==> src/design/rtlog_pkg.sv <==
// rtlog_pkg: shared constants, command and register codes, and types for the
// log-odds occupancy grid block. No dependencies.
`timescale 1ns / 1ps

package rtlog_pkg;

    // default sizes, handed to the top level parameters
    localparam int DEF_MAX_COLS  = 512;
    localparam int DEF_MAX_ROWS  = 512;
    localparam int DEF_ODDS_BITS = 16;

    // fixed field widths
    localparam int COORD_W    = 12;
    localparam int STEP_W     = 16;
    localparam int SIZE_W     = 10;
    localparam int CMD_W      = 2;
    localparam int VALUE_W    = 16;
    localparam int TOUCH_W    = 10;
    localparam int CFG_IDX_W  = 3;
    localparam int CFG_DATA_W = 16;

    // stream packing
    localparam int S_TDATA_W = 48;
    localparam int M_TDATA_W = 32;

    // commands
    localparam logic [CMD_W-1:0] CMD_RAY   = 2'd0;
    localparam logic [CMD_W-1:0] CMD_READ  = 2'd1;
    localparam logic [CMD_W-1:0] CMD_CLEAR = 2'd2;

    // configuration register indexes
    localparam logic [CFG_IDX_W-1:0] CFG_FREE_STEP     = 3'd0;
    localparam logic [CFG_IDX_W-1:0] CFG_OCCUPIED_STEP = 3'd1;
    localparam logic [CFG_IDX_W-1:0] CFG_ODDS_FLOOR    = 3'd2;
    localparam logic [CFG_IDX_W-1:0] CFG_ODDS_CEILING  = 3'd3;
    localparam logic [CFG_IDX_W-1:0] CFG_ACTIVE_COLS   = 3'd4;
    localparam logic [CFG_IDX_W-1:0] CFG_ACTIVE_ROWS   = 3'd5;

    // register reset values
    localparam logic signed [STEP_W-1:0] RST_FREE_STEP     = -16'sd102;
    localparam logic signed [STEP_W-1:0] RST_OCCUPIED_STEP = 16'sd217;
    localparam logic signed [STEP_W-1:0] RST_ODDS_FLOOR    = -16'sd1280;
    localparam logic signed [STEP_W-1:0] RST_ODDS_CEILING  = 16'sd1280;
    localparam logic [SIZE_W-1:0]        RST_ACTIVE_COLS   = 10'd512;
    localparam logic [SIZE_W-1:0]        RST_ACTIVE_ROWS   = 10'd512;

    // status of the cell the line walker presents
    typedef struct packed {
        logic valid;
        logic last;
    } rtlog_cell_t;

endpackage

==> src/design/rtlog_cell_update.sv <==
// rtlog_cell_update: shared add-and-clamp unit applied to one cell per cycle.
// Depends on rtlog_pkg for the step width.
`timescale 1ns / 1ps

module rtlog_cell_update
    import rtlog_pkg::*;
#(
    parameter int ODDS_BITS = DEF_ODDS_BITS
) (
    input  logic signed [ODDS_BITS-1:0] old_value,
    input  logic signed [STEP_W-1:0]    step,
    input  logic signed [STEP_W-1:0]    odds_floor,
    input  logic signed [STEP_W-1:0]    odds_ceiling,
    output logic signed [ODDS_BITS-1:0] new_value
);

    localparam int SUM_W = ((ODDS_BITS > STEP_W) ? ODDS_BITS : STEP_W) + 1;
    localparam logic signed [SUM_W-1:0] HI_LIM =
        SUM_W'({1'b0, {(ODDS_BITS-1){1'b1}}});
    localparam logic signed [SUM_W-1:0] LO_LIM = -HI_LIM - SUM_W'(1);

    logic signed [SUM_W-1:0] sum;
    logic signed [SUM_W-1:0] ceil_e;
    logic signed [SUM_W-1:0] floor_e;
    logic signed [SUM_W-1:0] capped;
    logic signed [SUM_W-1:0] raised;
    logic signed [SUM_W-1:0] sat;

    always_comb begin
        sum     = SUM_W'(old_value) + SUM_W'(step);
        ceil_e  = SUM_W'(odds_ceiling);
        floor_e = SUM_W'(odds_floor);
        // ceiling first, then floor, so the floor wins when they cross
        capped  = (sum > ceil_e) ? ceil_e : sum;
        raised  = (capped < floor_e) ? floor_e : capped;
        if (raised > HI_LIM) begin
            sat = HI_LIM;
        end else if (raised < LO_LIM) begin
            sat = LO_LIM;
        end else begin
            sat = raised;
        end
        new_value = sat[ODDS_BITS-1:0];
    end

endmodule

==> config.mk <==
export PLATFORM = sky130hd
export DESIGN_NAME = rtlog_cell_update
export DESIGN_NICKNAME = d
export VERILOG_FILES = /design/src/design/rtlog_pkg.sv /design/src/design/rtlog_cell_update.sv
export SDC_FILE = /design/constraint.sdc
export NUM_CORES = 1
export LEC_CHECK = 0
export BUFFER_PORTS_ARGS = -buffer_cell sky130_fd_sc_hd__buf_2
export CORE_MARGIN = 5
export CORE_UTILIZATION = 40
export DETAILED_ROUTE_END_ITERATION = 8
export GPL_TIMING_DRIVEN = 0
export PLACE_DENSITY = 0.78
export SLEW_MARGIN = 20
export SYNTH_ARGS = -nofsm -noshare
export SYNTH_HDL_FRONTEND = slang
export SYNTH_SLANG_ARGS = --single-unit
==> constraint.sdc <==
create_clock -name vclk -period 6.7
set_clock_uncertainty 0.2 [all_clocks]
set_input_delay 0.67 -clock vclk [all_inputs]
set_output_delay 0.67 -clock vclk [all_outputs]
set_load 0.02 [all_outputs]
==> summary.md <==
| Metric | Value |
|---|---|
| Outcome | `finished with violations` |
| Failing checks | `setup timing` |
| Rows | `27` |
| Total core area | `5510 um^2` |
| HP Start | `odds_floor[15]` |
| Number of global-route vias before repair | `2721` |
| Via count | `2739` |
| Post-synthesis sequential area ratio | `0%` |
| Top cells by area, synth | `ha_1 (27%), inv_1 (6.8%), nand2_1 (4.8%)` |
| CP Launch Type | `primary input` |
| Final count of hold timing violations | `0` |
| Setup WS post-layout | `-0.788 ns` |
| Post-Syn Instances | `317` |
| Worst Path Required | `5.83 ns` |
| Leakage Power | `0.00179 uW` |
| Final instance area | `3490 um^2` |
| Detailed-router iteration count before antenna repair | `4` |
| ANT cells | `0` |
| Initial antenna violation count | `0` |
| Chip width | `85.2 um` |
| Synth cell count leaders | `ha_1 (49), inv_1 (41), nand2_1 (29)` |
| Post-synth top area share | `27.1%` |
| Power density cells | `298 nW/um^2` |
| Die Ht | `85.2 um` |
| DP HPWL | `5400 um` |
| Routability congestion estimate | `0.893` |
| Share of cells above drive strength 1 | `42.0%` |
| Overflow after GRT | `0` |
| Initial Utilization | `41.1%` |
| Yosys cell types | `60` |
| # DRC | `0` |
| I/O Buffers | `80` |
| Pin count of the biggest net entering global routing | `11` |
| Ys Warns | `0` |
| Final ANT Viol Nets | `0` |
| F_max | `134 MHz` |
| Post-Route WL | `7290 um` |
| Critical path arrival | `6.62 ns` |
| Instance area after placement | `2970 um^2` |
| First-pass GRT wire length | `11600 um` |
| Max Cap Viol | `0` |
| Syn avg cell area | `7.13 um^2` |
| Slew Limit Fails | `0` |
| Worst Hold End | `new_value[15]` |
| Worst-margin pin slew | `0.471 ns` |
| Tmin final | `7.49 ns` |
| RSZ-0062 raised after global routing | `true` |
| Total GRT Usage | `18.7%` |
| Fill count | `458` |
| Worst setup EP type | `primary output` |
| WS Path Type | `in -> out` |
| Seq cells | `0` |
| Hold WS | `1.45 ns` |
| Max Fanout on Critical Path | `5` |
| Largest stage delay on the critical path | `0.57 ns` |
| Most frequent cell after synthesis | `ha_1` |
| Relative slew margins | `68.3%` |
| Max VDD drop | `0.000233 V` |
| Clkbuf count | `0` |
| Final Cycle Share | `112%` |
| Ports | `80` |
| # setup viols final | `16` |
| Post-synth net total | `431` |
| Wire per inst | `14.7 um` |
| DR iter-0 viols | `124` |
| Worst hold stages | `4` |
| NumNets Final | `540` |
| Die area | `7260 um^2` |
| Cell area after synthesis | `2260 um^2` |
| Vias per cell | `5.52` |
| Final core occ | `63.3%` |
| Synthesis-to-finish area growth | `54.2%` |
| FF/Latch Area | `0 um^2` |
| Most area-hungry cell type in the Yosys netlist | `ha_1` |
| Hold Path Class | `in -> out` |
| Slowest stage cell, crit path | `or4b_4` |
## cell families (layout without fill, tap and decap cells)
kind of cell             count (synthesis)  in the layout  synth area share, %
buffers and inverters                   50            156                 9.91
AO/OA/AOI/OAI                          108            108                 34.9
AND/OR/NAND/NOR                         96             97                 21.2
multiplexers                             3              3                 2.10
adder cells (fa/ha/maj)                 50             50                 28.0
XOR/XNOR                                10             10                 3.87
## power breakdown
group	internal (uW)	leakage, uW	total, uW	switching [uW]
sequential	0	0	0	0
clock	0	0	0	0
combinational	531	0.00179	1040	506
## cell type report
type                            instances  area (um^2)  share of cell area (%)
Tap cell                               72         90.1                    2.58
Timing Repair Buffer                  106          753                    21.6
Buffer                                  8         92.6                    2.66
Inverter                               42          158                    4.52
Multi-Input combinational cell        268         2390                    68.6
## how the worst max path moves through the flow
stage / from / cells past startpoint / to
2_1_floorplan: old_value[0] / 29 / new_value[0]
3_3_place_gp: old_value[0] / 32 / new_value[9]
3_5_place_dp: old_value[0] / 32 / new_value[9]
4_1_cts: old_value[0] / 31 / new_value[3]
5_1_grt: old_value[0] / 33 / new_value[12]
6_report: old_value[0] / 32 / new_value[8]
## cell usage in the layout, fill, tap and decap left out, drive strengths merged, types with 4 or more instances in the layout
cell type	n
a211oi	5
a21o	7
a21oi	16
a22o	11
buf	113
ha	49
inv	42
nand2	29
nand2b	8
nand3	4
nand4	8
nor2	27
nor2b	4
o21a	8
o21ai	26
o31ai	6
xnor2	8
## what timing repair did
| action | CTS | global route |
|---|---|---|
| pin swaps | 18 | 18 |
| buffers inserted | 20 | 5 |
| endpoints found under the setup margin | 16 | 16 |
| hold buffers | 0 | 0 |
| hold endpoints to repair | 0 | 0 |
| cloned | 2 | 1 |
| gates resized for setup | 48 | 22 |
## layer usage
metal / vias to the layer above / routed length (um) / track usage [%]
met2: 90 / 3940 / 36.8
met4: 0 / 51 / 1.73
met1: 1256 / 2890 / 22.7
met3: 6 / 408 / 0.971
li1: 1387 / - / -
met5: - / 0 / 0
## through the flow
stage | setup WS, ns | setup TNS [ns] | power, uW | std cells
final | -0.788 | -12.33 | 1040 | 496
after global routing | -0.967 | -15.18 | 1110 | 496
after floorplan | -0.128 | -1.91 | 596 | 317
after detailed placement | -1.10 | -16.75 | 763 | 469
after global placement | -1.01 | -15.58 | 748 | 469
after CTS | -0.552 | -8.44 | 939 | 490
## critical path: cells and delay by family
family	cells	cell delay, ns
AOI/OAI and AO/OA	12	2.55
and+or+nand+nor	9	1.66
adders and majority gates	4	0.87
buffers and inverters	6	0.70
xor gates and xnor gates	1	0.18
No activity file was read; power rests on OpenSTA's default activity.
