--- config.mk ---
export PLATFORM = sky130hd
export DESIGN_NAME = rtlog_line_walker
export DESIGN_NICKNAME = d
export VERILOG_FILES = /design/src/design/rtlog_pkg.sv /design/src/design/rtlog_line_walker.sv
export SDC_FILE = /design/constraint.sdc
export NUM_CORES = 1
export LEC_CHECK = 0
export BUFFER_PORTS_ARGS = -buffer_cell sky130_fd_sc_hd__buf_2
export CORE_ASPECT_RATIO = 1.25
export CORE_MARGIN = 5
export CORE_UTILIZATION = 62
export CTS_CLUSTER_DIAMETER = 80
export DETAILED_ROUTE_END_ITERATION = 8
export PLACE_DENSITY = 0.82
export SYNTH_ARGS = -nofsm -noshare
export SYNTH_HDL_FRONTEND = slang
export SYNTH_SLANG_ARGS = --single-unit
--- constraint.sdc ---
create_clock -name aclk -period 6.7 [get_ports aclk]
set_input_delay 0.335 -clock aclk [delete_from_list [all_inputs] [get_ports aclk]]
set_output_delay 0.335 -clock aclk [all_outputs]
set_load 0.05 [all_outputs]
--- src/design/rtlog_pkg.sv ---
// rtlog_pkg: shared constants, command and register codes, and types for the
// log-odds occupancy grid block. No dependencies.
`timescale 1ns / 1ps

package rtlog_pkg;

    // default sizes, handed to the top level parameters
    localparam int DEF_MAX_COLS  = 512;
    localparam int DEF_MAX_ROWS  = 512;
    localparam int DEF_ODDS_BITS = 16;

    // fixed field widths
    localparam int COORD_W    = 12;
    localparam int STEP_W     = 16;
    localparam int SIZE_W     = 10;
    localparam int CMD_W      = 2;
    localparam int VALUE_W    = 16;
    localparam int TOUCH_W    = 10;
    localparam int CFG_IDX_W  = 3;
    localparam int CFG_DATA_W = 16;

    // stream packing
    localparam int S_TDATA_W = 48;
    localparam int M_TDATA_W = 32;

    // commands
    localparam logic [CMD_W-1:0] CMD_RAY   = 2'd0;
    localparam logic [CMD_W-1:0] CMD_READ  = 2'd1;
    localparam logic [CMD_W-1:0] CMD_CLEAR = 2'd2;

    // configuration register indexes
    localparam logic [CFG_IDX_W-1:0] CFG_FREE_STEP     = 3'd0;
    localparam logic [CFG_IDX_W-1:0] CFG_OCCUPIED_STEP = 3'd1;
    localparam logic [CFG_IDX_W-1:0] CFG_ODDS_FLOOR    = 3'd2;
    localparam logic [CFG_IDX_W-1:0] CFG_ODDS_CEILING  = 3'd3;
    localparam logic [CFG_IDX_W-1:0] CFG_ACTIVE_COLS   = 3'd4;
    localparam logic [CFG_IDX_W-1:0] CFG_ACTIVE_ROWS   = 3'd5;

    // register reset values
    localparam logic signed [STEP_W-1:0] RST_FREE_STEP     = -16'sd102;
    localparam logic signed [STEP_W-1:0] RST_OCCUPIED_STEP = 16'sd217;
    localparam logic signed [STEP_W-1:0] RST_ODDS_FLOOR    = -16'sd1280;
    localparam logic signed [STEP_W-1:0] RST_ODDS_CEILING  = 16'sd1280;
    localparam logic [SIZE_W-1:0]        RST_ACTIVE_COLS   = 10'd512;
    localparam logic [SIZE_W-1:0]        RST_ACTIVE_ROWS   = 10'd512;

    // status of the cell the line walker presents
    typedef struct packed {
        logic valid;
        logic last;
    } rtlog_cell_t;

endpackage

--- src/design/rtlog_line_walker.sv ---
// rtlog_line_walker: Bresenham stepper, presents one grid cell per cycle from
// the start cell to the end cell. Depends on rtlog_pkg for the cell status type.
`timescale 1ns / 1ps

module rtlog_line_walker
    import rtlog_pkg::*;
#(
    parameter int COL_W = $clog2(DEF_MAX_COLS),
    parameter int ROW_W = $clog2(DEF_MAX_ROWS)
) (
    input  logic             aclk,
    input  logic             aresetn,
    input  logic             load,
    input  logic [COL_W-1:0] start_col,
    input  logic [ROW_W-1:0] start_row,
    input  logic [COL_W-1:0] end_col,
    input  logic [ROW_W-1:0] end_row,
    output rtlog_cell_t      cur_cell,
    output logic [COL_W-1:0] cell_col,
    output logic [ROW_W-1:0] cell_row
);

    localparam int D_W   = (COL_W > ROW_W) ? COL_W : ROW_W;
    localparam int ERR_W = D_W + 3;
    localparam int E2_W  = ERR_W + 1;

    logic                    active_reg, active_next;
    logic [COL_W-1:0]        col_reg, col_next;
    logic [ROW_W-1:0]        row_reg, row_next;
    logic [COL_W-1:0]        tcol_reg, tcol_next;
    logic [ROW_W-1:0]        trow_reg, trow_next;
    logic [D_W-1:0]          dx_reg, dx_next;
    logic [D_W-1:0]          dy_reg, dy_next;
    logic                    sx_neg_reg, sx_neg_next;
    logic                    sy_neg_reg, sy_neg_next;
    logic signed [ERR_W-1:0] err_reg, err_next;

    logic                    at_end;
    logic signed [E2_W-1:0]  e2;
    logic signed [E2_W-1:0]  dx_w;
    logic signed [E2_W-1:0]  dy_w;
    logic                    move_x;
    logic                    move_y;

    assign at_end = (col_reg == tcol_reg) && (row_reg == trow_reg);

    always_comb begin
        e2     = {err_reg, 1'b0};
        dx_w   = $signed(E2_W'(dx_reg));
        dy_w   = $signed(E2_W'(dy_reg));
        move_x = e2 > -dy_w;
        move_y = e2 < dx_w;

        active_next = active_reg;
        col_next    = col_reg;
        row_next    = row_reg;
        tcol_next   = tcol_reg;
        trow_next   = trow_reg;
        dx_next     = dx_reg;
        dy_next     = dy_reg;
        sx_neg_next = sx_neg_reg;
        sy_neg_next = sy_neg_reg;
        err_next    = err_reg;

        if (load) begin
            active_next = 1'b1;
            col_next    = start_col;
            row_next    = start_row;
            tcol_next   = end_col;
            trow_next   = end_row;
            dx_next     = D_W'((end_col > start_col) ? end_col - start_col
                                                     : start_col - end_col);
            dy_next     = D_W'((end_row > start_row) ? end_row - start_row
                                                     : start_row - end_row);
            sx_neg_next = !(start_col < end_col);
            sy_neg_next = !(start_row < end_row);
            err_next    = $signed(ERR_W'(dx_next)) - $signed(ERR_W'(dy_next));
        end else if (active_reg) begin
            if (at_end) begin
                active_next = 1'b0;
            end else begin
                err_next = err_reg
                         - (move_x ? $signed(ERR_W'(dy_reg)) : ERR_W'(0))
                         + (move_y ? $signed(ERR_W'(dx_reg)) : ERR_W'(0));
                if (move_x) begin
                    col_next = sx_neg_reg ? col_reg - COL_W'(1) : col_reg + COL_W'(1);
                end
                if (move_y) begin
                    row_next = sy_neg_reg ? row_reg - ROW_W'(1) : row_reg + ROW_W'(1);
                end
            end
        end
    end

    always_ff @(posedge aclk) begin
        if (!aresetn) begin
            active_reg <= 1'b0;
        end else begin
            active_reg <= active_next;
        end
    end

    always_ff @(posedge aclk) begin
        col_reg    <= col_next;
        row_reg    <= row_next;
        tcol_reg   <= tcol_next;
        trow_reg   <= trow_next;
        dx_reg     <= dx_next;
        dy_reg     <= dy_next;
        sx_neg_reg <= sx_neg_next;
        sy_neg_reg <= sy_neg_next;
        err_reg    <= err_next;
    end

    assign cur_cell.valid = active_reg;
    assign cur_cell.last  = at_end;
    assign cell_col       = col_reg;
    assign cell_row       = row_reg;

endmodule

==> results.py, run 1 <==
metrics = {
    "timing": {
        "final.setup.tns_ps": 0,
        "drv_slew": 0,
        "clock.fmax_ghz": 0.182,
        "setup_viol": 0,
        "finalCritPeriodShare_pct": 81.9,
        "fin_skew_ps": 5.22,
        "rsz0062_at_grt": "no",
        "hold_violations": 0,
        "finalCriticalPeriod_ps": 5490,
        "hold_slack_ps": 207,
        "tightest_slew_ps": 705,
        "maxSlewHeadroom_pct": 53.0,
    },
    "power_and_ir_drop": {
        "power.density_nw_per_um2": 471,
        "leakagePower_nw": 3.48,
        "ir_worst_vdd_mv": 0.251,
    },
    "clock_tree": {
        "hold_buffers": 0,
        "h-tree-depth": 3,
        "clock_sinks": 69,
        "cts_resized": 0,
        "clk_path_buf_depth": 2,
        "cts_tree": "done",
        "clkTransAtPathRegs_ps": 60,
        "cts.root.buffer_cell": "clkbuf_16",
        "numCtsBuffers": 9,
        "clock_latency_ps": 330,
        "post_cts_buffers": 0,
    },
    "run_status": {
        "status": "completed",
    },
    "synthesis": {
        "syn_nets": 869,
        "ys_ff_latch": 69,
        "synth_most_common_cell": "inv_1",
        "synthTopCellsByArea": "edfxtp_1 30%, ha_1 17%, inv_1 5.6%",
        "syn_area_per_cell_sq_um": 9.36,
        "yosysTopAreaCellShare_pct": 30.3,
        "synth_warnings": 0,
        "synth-async-reset-ratio_pct": 0,
        "synth-main-ff-cell": "edfxtp_1",
        "syn_inst": 721,
        "synth_area_sq_um": 6750,
        "synth_cell_types": 52,
        "synthTopCellsByCount": "100 x inv_1, 93 x ha_1, 68 x edfxtp_1, 44 x a21oi_1, 43 x nand2_1",
        "yosys.area.top_type": "edfxtp_1",
        "seq_area_frac_synth_pct": 30.6,
        "synth_edf_count": 68,
    },
    "drt": {
        "route.met2.wl_microns": 8410,
        "wl_met1_microns": 6490,
        "ant_nets": 0,
        "vias_per_cell": 5.87,
        "firstDrtPassIters": 5,
        "wl_microns": 16200,
        "highest_layer": "met4",
        "route.met3.wl_microns": 591,
        "drc": 0,
        "drtIter0Drc": 261,
        "wl_per_cell_microns": 17.8,
        "vias": 5334,
    },
    "floorplanning": {
        "die_x_microns": 103,
        "ios": 59,
        "die-area_sq_um": 13100,
        "fp.coreArea_sq_um": 10600,
        "start_util_pct": 63.6,
        "row_count": 42,
        "die_h_microns": 127,
    },
    "final_layout": {
        "fin_area_sq_um": 7400,
        "area.growth.synth_to_final_pct": 9.70,
        "largest_register_ffs": 12,
        "regArea_sq_um": 2060,
        "final_layout_size_suffix_gt1_share_pct": 11.1,
        "n_antenna_cell": 0,
        "multi_input_area_sq_um": 4200,
        "final_net_count": 920,
        "nFillCells": 843,
    },
    "flow_run": {
        "max-cap-violations": 0,
    },
    "setup_path": {
        "critPathMaxFanout": 9,
        "crit_required_ps": 6770,
        "worst_setup_path_end_kind": "register",
        "arrival_ps": 5550,
        "worst_setup_path_start_kind": "register",
        "worst-setup-path-type": "register to register",
        "reg2reg_depth": 20,
    },
    "global_route": {
        "antenna_found_initial": 0,
        "grt_overflow": 0,
        "grtUsageTotal_pct": 26.6,
        "grt_pass1_vias": 5768,
        "grt_pass1_wl_microns": 27200,
        "grt_max_degree": 64,
    },
    "place": {
        "gp_congestion": 0.889,
        "dp_hpwl_microns": 13000,
        "place_area_sq_um": 7120,
        "portBuffers": 58,
    },
    "min_path": {
        "holdCritPathClass": "input port to register",
        "hold_path_depth": 1,
    },
}
[final timing paths]
path	startpoint	end	slack, ps
min reg2reg	cell_row[0]	cell_row[0]	730
max	dy_reg[2]	err_reg[8]	1210
min	end_row[8]	trow_reg[8]	210
max reg2reg	dy_reg[2]	err_reg[8]	1210
[power by group]
part / switching (W) / internal [W] / total (W)
clock: 0.000177 / 0.000284 / 0.000461
combinational: 0.00133 / 0.000903 / 0.00224
sequential: 0.000125 / 0.000664 / 0.000789
[worst max-delay path, cell delays in order (launching register included)]
cell	delay, ps
edfxtp_1	460
nor4_1	380
nand2_1	210
nor3_1	210
xor2_1	190
ha_1	280
a21oi_1	170
o21ai_0	130
a221oi_1	320
nand3_1	130
and3_1	240
and2_1	200
fa_1	500
inv_1	70
fa_1	480
a211oi_1	220
o21bai_1	150
a2111oi_0	450
nor3_1	160
xnor2_1	180
mux2i_1	100
[cells by family (layout without fill, tap and decap cells)]
| kind of cell | count (synthesis) | after routing | share of synthesized area, % |
|---|---|---|---|
| xor gates and xnor gates | 79 | 79 | 10.4 |
| DFF | 69 | 69 | 30.6 |
| AOI/OAI and AO/OA | 158 | 158 | 14.9 |
| and+or+nand+nor | 160 | 160 | 11.5 |
| muxes | 23 | 23 | 3.50 |
| adders and majority gates | 109 | 109 | 22.0 |
| buffers and inverters | 123 | 179 | 7.18 |
[area by class of cell]
cell class / instances / share of cell area (%)
well taps: 132 / 2.23
clock inverters: 6 / 0.727
multi-input cells: 529 / 56.8
repair buffers: 59 / 4.06
clock buffers: 10 / 3.09
flip-flops and latches: 69 / 27.9
inverters: 104 / 5.27
[placed cells by master, fill, tap and decap left out, types with 5 or more instances in the layout]
cell,instances
a211oi_1,5
a21o_1,17
a21oi_1,44
and2_1,11
buf_2,57
clkbuf_16,9
edfxtp_1,68
fa_1,16
ha_1,93
inv_1,100
mux2i_1,18
nand2_1,43
nand2b_1,9
nand3_1,5
nand4_1,6
nor2_1,39
nor2b_1,10
nor3_1,19
nor4_1,9
o21a_1,5
o21ai_0,23
o21ai_1,26
o21bai_1,8
o41ai_1,9
xnor2_1,36
xor2_1,42
[metal layers]
layer  vias up  GRT usage [%]
met1      2561           30.6
met3        44           5.38
met5         -              0
li1       2605              -
met4         0           12.2
met2       124           46.6
[stage by stage]
stage	util, %	setup WS (ps)	power [W]	std cells
after floorplan	-	1850	0.00247	721
after global placement	67.1	1620	0.00287	893
after detailed placement	67.1	1300	0.00299	893
after CTS	69.7	1270	0.00348	909
after global routing	69.7	760	0.00379	909
final	69.7	1210	0.00349	909
Power figures use the tool's default switching activity.
==> run 2: changes to the inputs <==
==> constraint.sdc (replaced) <==
create_clock -name aclk -period 5.1 [get_ports aclk]
set_input_delay 0.255 -clock aclk [delete_from_list [all_inputs] [get_ports aclk]]
set_output_delay 0.255 -clock aclk [all_outputs]
set_load 0.05 [all_outputs]
==> results.py, run 2 (synthesis gave the netlist of run 1 again) <==
metrics = {
    "drt": {
        "ant_nets": 0,
        "vias": 5413,
        "wl_microns": 16500,
        "wl_per_cell_microns": 18.0,
        "drc": 0,
        "vias_per_cell": 5.92,
        "firstDrtPassIters": 5,
        "drtIter0Drc": 266,
    },
    "floorplanning": {
        "die_h_microns": 127,
        "start_util_pct": 63.6,
        "row_count": 42,
        "die-area_sq_um": 13100,
        "fp.coreArea_sq_um": 10600,
        "ios": 59,
        "die_x_microns": 103,
    },
    "power_and_ir_drop": {
        "ir_worst_vdd_mv": 0.349,
        "power.density_nw_per_um2": 649,
        "finalPower_w": 0.00493,
        "leakagePower_nw": 3.54,
    },
    "clock_tree": {
        "cts.root.buffer_cell": "clkbuf_16",
        "clock_latency_ps": 340,
        "clk_path_buf_depth": 2,
        "hold_buffers": 0,
        "clkTransAtPathRegs_ps": 60,
        "h-tree-depth": 3,
        "numCtsBuffers": 9,
        "clock_sinks": 69,
        "cts_tree": "done",
    },
    "setup_path": {
        "reg2reg_depth": 20,
        "worst_setup_path_start_kind": "register",
        "critPathMaxFanout": 4,
        "worst-setup-path-type": "register to register",
        "r2r_slack_ps": 230,
        "arrival_ps": 4940,
        "rr_endpoint": "err_reg[8]",
        "rr_startpoint": "dy_reg[4]",
        "crit_slowest_cell": "fa_1",
        "worst_setup_path_end_kind": "register",
        "crit_path_max_incr_delay_ps": 500,
        "crit_required_ps": 5160,
        "crit_chain": "nor4_4 -> nand2_1 -> buf_4 -> xnor2_1 -> ha_1 -> nand2_1 -> nor3_2 -> a21oi_1 -> or2_1 -> and3_4 -> and2_1 -> fa_1 -> inv_1 -> fa_2 -> a211oi_2 -> o21bai_2 -> a2111oi_4 -> nor3_2 -> xnor2_1 -> mux2i_1",
    },
    "final_layout": {
        "final_cell_mix": "100 x inv_1, 92 x ha_1, 68 x edfxtp_1",
        "n_antenna_cell": 0,
        "nFillCells": 804,
        "fin_area_sq_um": 7580,
        "final_layout_size_suffix_gt1_share_pct": 13.4,
        "final_net_count": 926,
        "finalNonFillerCells": 915,
        "largest_register_ffs": 12,
        "area.growth.synth_to_final_pct": 12.4,
        "final_common_cell": "inv_1",
    },
    "place": {
        "portBuffers": 58,
        "gp_congestion": 0.905,
        "placed_cells": 899,
        "pre_cts_ws_ps": -162,
        "place_area_sq_um": 7160,
        "dp_hpwl_microns": 13100,
    },
    "timing": {
        "maxSlewHeadroom_pct": 48.4,
        "setup_viol": 0,
        "finalCritPeriodShare_pct": 95.5,
        "fin_ws_ps": 229,
        "hold_violations": 0,
        "rsz0062_at_grt": "no",
        "tightest_slew_ps": 774,
        "finalCriticalPeriod_ps": 4870,
        "fin_skew_ps": 10.9,
        "hold_slack_ps": 123,
        "clock.fmax_ghz": 0.205,
        "drv_slew": 0,
    },
    "global_route": {
        "grt_pass1_wl_microns": 27200,
        "antenna_found_initial": 0,
        "grt_pass1_vias": 5682,
        "grt_overflow": 0,
        "grtUsageTotal_pct": 26.5,
        "grt_max_degree": 52,
    },
    "min_path": {
        "holdCritPathClass": "input port to register",
        "hold_path_depth": 1,
        "min_to": "trow_reg[7]",
        "min_from": "end_row[7]",
    },
    "flow_run": {
        "max-cap-violations": 0,
    },
    "run_status": {
        "status": "completed",
    },
}
==> run 2: where the power goes <==
part | leakage (nW) | switching (W) | internal, W | total, W
logic | 2.70 | 0.00186 | 0.00130 | 0.00316
registers | 0.681 | 0.000169 | 0.000872 | 0.00104
clock network | 0.161 | 0.000250 | 0.000475 | 0.000725
total | 3.54 | 0.00227 | 0.00265 | 0.00493
==> run 2: critical path, delay by kind of cell (launching register included) <==
kind,cells,cell delay [ps]
simple gates,8,1400
buf+inv,2,240
compound gates,4,880
xor+xnor,2,320
fa+ha+maj,3,1210
mux,1,110
flops,1,430
==> run 2: worst max path at each step <==
stage	start	endpoint	slack, ps	cells past startpoint
2_1_floorplan	dy_reg[4]	err_reg[8]	250	21
3_3_place_gp	dy_reg[5]	err_reg[8]	170	20
3_5_place_dp	dy_reg[5]	err_reg[8]	-160	20
4_1_cts	dy_reg[5]	err_reg[8]	6	20
5_1_grt	dy_reg[4]	err_reg[8]	20	20
6_report	dy_reg[4]	err_reg[8]	230	20
==> run 2: stage by stage <==
| step | util, % | setup TNS [ps] |
|---|---|---|
| 5_1_grt | 71.5 | 0 |
| 3_5_place_dp | 67.5 | -162 |
| 3_3_place_gp | 67.5 | 0 |
| 6_report | 71.5 | 0 |
| 4_1_cts | 70.9 | 0 |
| 2_1_floorplan | - | 0 |
==> run 2: what timing repair did <==
item | CTS | global route
buffers inserted | 0 | 0
resized for setup | 4 | 14
pin swaps | 0 | 9
endpoints found under the setup margin | 1 | 6
==> run 2: layout make-up <==
type / instances / area (sq um) / share of cell area, %
multi-input cells: 529 / 4280 / 56.5
flip-flops and latches: 69 / 2060 / 27.2
inverters: 104 / 390 / 5.15
repair buffers: 65 / 345 / 4.55
clock buffers: 9 / 225 / 2.97
well taps: 132 / 165 / 2.18
clock inverters: 7 / 114 / 1.50
==> run 2: routing by layer <==
metal	vias up	part of all wire, %	GRT usage (%)
met5	-	0	0
met4	0	3.6	12.2
met3	41	4.0	3.08
met2	153	52	47.6
met1	2599	40	30.9
li1	2620	-	-
==> run 3: changes to the inputs <==
--- a/config.mk
+++ b/config.mk
@@ -5,9 +5,9 @@
 export SDC_FILE = /design/constraint.sdc
 export NUM_CORES = 1
 export LEC_CHECK = 0
+export ABC_AREA = 1
 export BUFFER_PORTS_ARGS = -buffer_cell sky130_fd_sc_hd__buf_2
 export CORE_ASPECT_RATIO = 1.25
-export CORE_MARGIN = 5
 export CORE_UTILIZATION = 62
 export CTS_CLUSTER_DIAMETER = 80
 export DETAILED_ROUTE_END_ITERATION = 8
==> results.py, run 3 <==
metrics = {
    "synthesis": {
        "yosys.area.top_type": "edfxtp_1",
        "synth_area_sq_um": 7370,
        "yosysTopAreaCellShare_pct": 27.7,
        "syn_area_per_cell_sq_um": 7.18,
        "syn_nets": 1175,
        "synth-async-reset-ratio_pct": 0,
        "synth_edf_count": 68,
        "synthTopCellsByArea": "edfxtp_1 28%, ha_1 16%, nand2_1 13%",
        "synth_warnings": 0,
        "synth_cell_types": 42,
        "synthTopCellsByCount": "261 x nand2_1, 214 x inv_1, 93 x ha_1, 71 x nor2_1, 68 x edfxtp_1",
        "synth_most_common_cell": "nand2_1",
        "seq_area_frac_synth_pct": 28.0,
        "syn_inst": 1027,
        "synth-main-ff-cell": "edfxtp_1",
        "ys_ff_latch": 69,
    },
    "timing": {
        "clock.fmax_ghz": 0.225,
        "tightest_slew_ps": 1040,
        "hold_violations": 0,
        "finalCritPeriodShare_pct": 87.1,
        "final.setup.tns_ps": 0,
        "maxSlewHeadroom_pct": 30.0,
        "rsz0062_at_grt": "no",
        "finalCriticalPeriod_ps": 4440,
        "drv_slew": 0,
        "setup_viol": 0,
        "fin_skew_ps": 8.69,
    },
    "setup_path": {
        "rr_startpoint": "dy_reg[0]",
        "reg2reg_depth": 24,
        "startpoint": "dy_reg[0]",
        "crit_path_max_incr_delay_ps": 450,
        "worst_setup_path_end_kind": "register",
        "r2r_slack_ps": 660,
        "crit_chain": "inv_1 -> ha_1 -> nand3_1 -> inv_1 -> nand4_1 -> nor3_1 -> ha_1 -> nand2_1 -> nor2_1 -> and2_1 -> nand2_1 -> nand3_1 -> nand2_1 -> nand3_2 -> nor2_1 -> fa_1 -> inv_1 -> ha_1 -> a21oi_1 -> nand2_1 -> a21oi_1 -> nor2_1 -> nor2_1 -> nor2_1",
        "worst_setup_path_start_kind": "register",
        "worst-setup-path-type": "register to register",
        "crit_required_ps": 5180,
        "critPathMaxFanout": 10,
        "cp_common_cell": "nor2_1",
        "arrival_ps": 4520,
        "crit_slowest_cell": "fa_1",
        "rr_endpoint": "err_reg[7]",
    },
    "run_status": {
        "status": "completed",
    },
    "clock_tree": {
        "clock_sinks": 69,
        "clock_latency_ps": 340,
        "post_cts_buffers": 0,
        "clk_path_buf_depth": 2,
        "cts_resized": 0,
        "cts_tree": "done",
        "numCtsBuffers": 9,
        "clkTransAtPathRegs_ps": 50,
        "h-tree-depth": 3,
        "hold_buffers": 0,
        "cts.root.buffer_cell": "clkbuf_16",
    },
    "drt": {
        "vias_per_cell": 5.29,
        "wl_per_cell_microns": 14.1,
        "vias": 6607,
        "drtIter0Drc": 421,
        "wl_microns": 17600,
        "drc": 0,
        "firstDrtPassIters": 5,
        "ant_nets": 0,
    },
    "global_route": {
        "grt_pass1_wl_microns": 28800,
        "gr-usage-met2_pct": 56.3,
        "busiest_layer": "met2",
        "antenna_found_initial": 0,
        "grt_overflow": 0,
        "grt_use_met3_pct": 4.38,
        "use_met1_pct": 33.9,
        "grt_pass1_vias": 6367,
        "grtUsageTotal_pct": 30.4,
        "grt_max_degree": 37,
    },
    "power_and_ir_drop": {
        "power.density_nw_per_um2": 534,
        "ir_worst_vdd_mv": 0.337,
        "leakagePower_nw": 4.44,
    },
    "place": {
        "dp_hpwl_microns": 14300,
        "portBuffers": 58,
        "gp_congestion": 0.959,
    },
    "final_layout": {
        "final_net_count": 1230,
        "final_util_pct": 69.4,
        "final_common_cell": "nand2_1",
        "largest_register_ffs": 12,
        "multi_input_area_sq_um": 4390,
        "n_antenna_cell": 0,
        "nFillCells": 1010,
        "final_layout_size_suffix_gt1_share_pct": 9.48,
        "area.growth.synth_to_final_pct": 9.39,
        "regArea_sq_um": 2060,
        "final_cell_mix": "261 x nand2_1, 214 x inv_1, 93 x ha_1",
    },
    "floorplanning": {
        "die_h_microns": 124,
        "ios": 59,
        "die_x_microns": 99.5,
        "row_count": 44,
        "die-area_sq_um": 12300,
        "start_util_pct": 63.4,
        "fp.coreArea_sq_um": 11600,
    },
    "flow_run": {
        "max-cap-violations": 0,
    },
    "min_path": {
        "min_from": "end_col[8]",
        "holdCritPathClass": "input port to register",
        "min_to": "tcol_reg[8]",
        "hold_path_depth": 1,
    },
}
[run 3: cell types whose count changed in the layout (fill, tap and decap cells not counted), sizes merged, moves of 10 or more]
cell   change
nor2b     -10
inv      +116
nand2    +232
xnor2     -28
mux2i     -18
a21o      -10
nand3     +55
xor2      -23
and2      -10
nor2      +35
nor3      -12
a21oi     +16
[run 3: logic make-up (layout without fill, tap and decap cells)]
group,after synthesis,count (layout),share of synthesized area [%]
buffers and inverters,236,296,12.5
adders and majority gates,109,109,20.1
xor gates and xnor gates,28,28,3.33
and+or+nand+nor,433,433,24.7
AOI/OAI and AO/OA,152,152,11.4
DFF,69,69,28.0
[run 3: worst max path at each step]
stage          slack (ps)         end  cells after the start
4_1_cts               700  err_reg[7]                     23
3_5_place_dp          750  err_reg[7]                     23
6_report              660  err_reg[7]                     24
2_1_floorplan        1170  err_reg[6]                     24
5_1_grt               180  err_reg[5]                     24
3_3_place_gp          850  err_reg[7]                     21
[run 3: stage by stage]
step	area, sq um	std cells	setup slack, ps	power (W)	hold slack, ps
5_1_grt	8060	1248	179	0.00474	130
2_1_floorplan	7370	1027	1170	0.00305	354
6_report	8060	1248	660	0.00430	129
3_3_place_gp	7780	1232	848	0.00361	470
3_5_place_dp	7780	1232	752	0.00367	472
4_1_cts	8060	1248	704	0.00430	126
[run 3: critical path, delay by kind of cell (launching register included)]
kind            cells  cell delay [ps]
fa+ha+maj           4             1270
compound gates      2              420
flops               1              380
simple gates       15             1830
buf+inv             3              280
[run 3: routing by layer]
| layer | share of wire, % | wire (microns) | vias up |
|---|---|---|---|
| li1 | - | - | 3390 |
| met1 | 41 | 7160 | 3012 |
| met2 | 52 | 9080 | 161 |
| met3 | 4.2 | 737 | 44 |
| met4 | 3.7 | 657 | 0 |
| met5 | 0 | 0 | - |
[run 3: final cells by class]
| class | instances | area share (%) |
|---|---|---|
| Clock inverter | 6 | 0.667 |
| Tap cell | 161 | 2.50 |
| Timing Repair Buffer | 59 | 3.69 |
| Sequential cell | 69 | 25.6 |
| Clock buffer | 10 | 2.84 |
| Multi-Input combinational cell | 722 | 54.4 |
| Inverter | 221 | 10.3 |
[run 3: power by group]
part / total (W) / leakage, nW / switching [W] / internal (W)
clock network: 0.000604 / 0.143 / 0.000231 / 0.000373
registers: 0.000983 / 0.682 / 0.000149 / 0.000834
logic: 0.00272 / 3.62 / 0.00174 / 0.000977
total: 0.00430 / 4.44 / 0.00212 / 0.00218
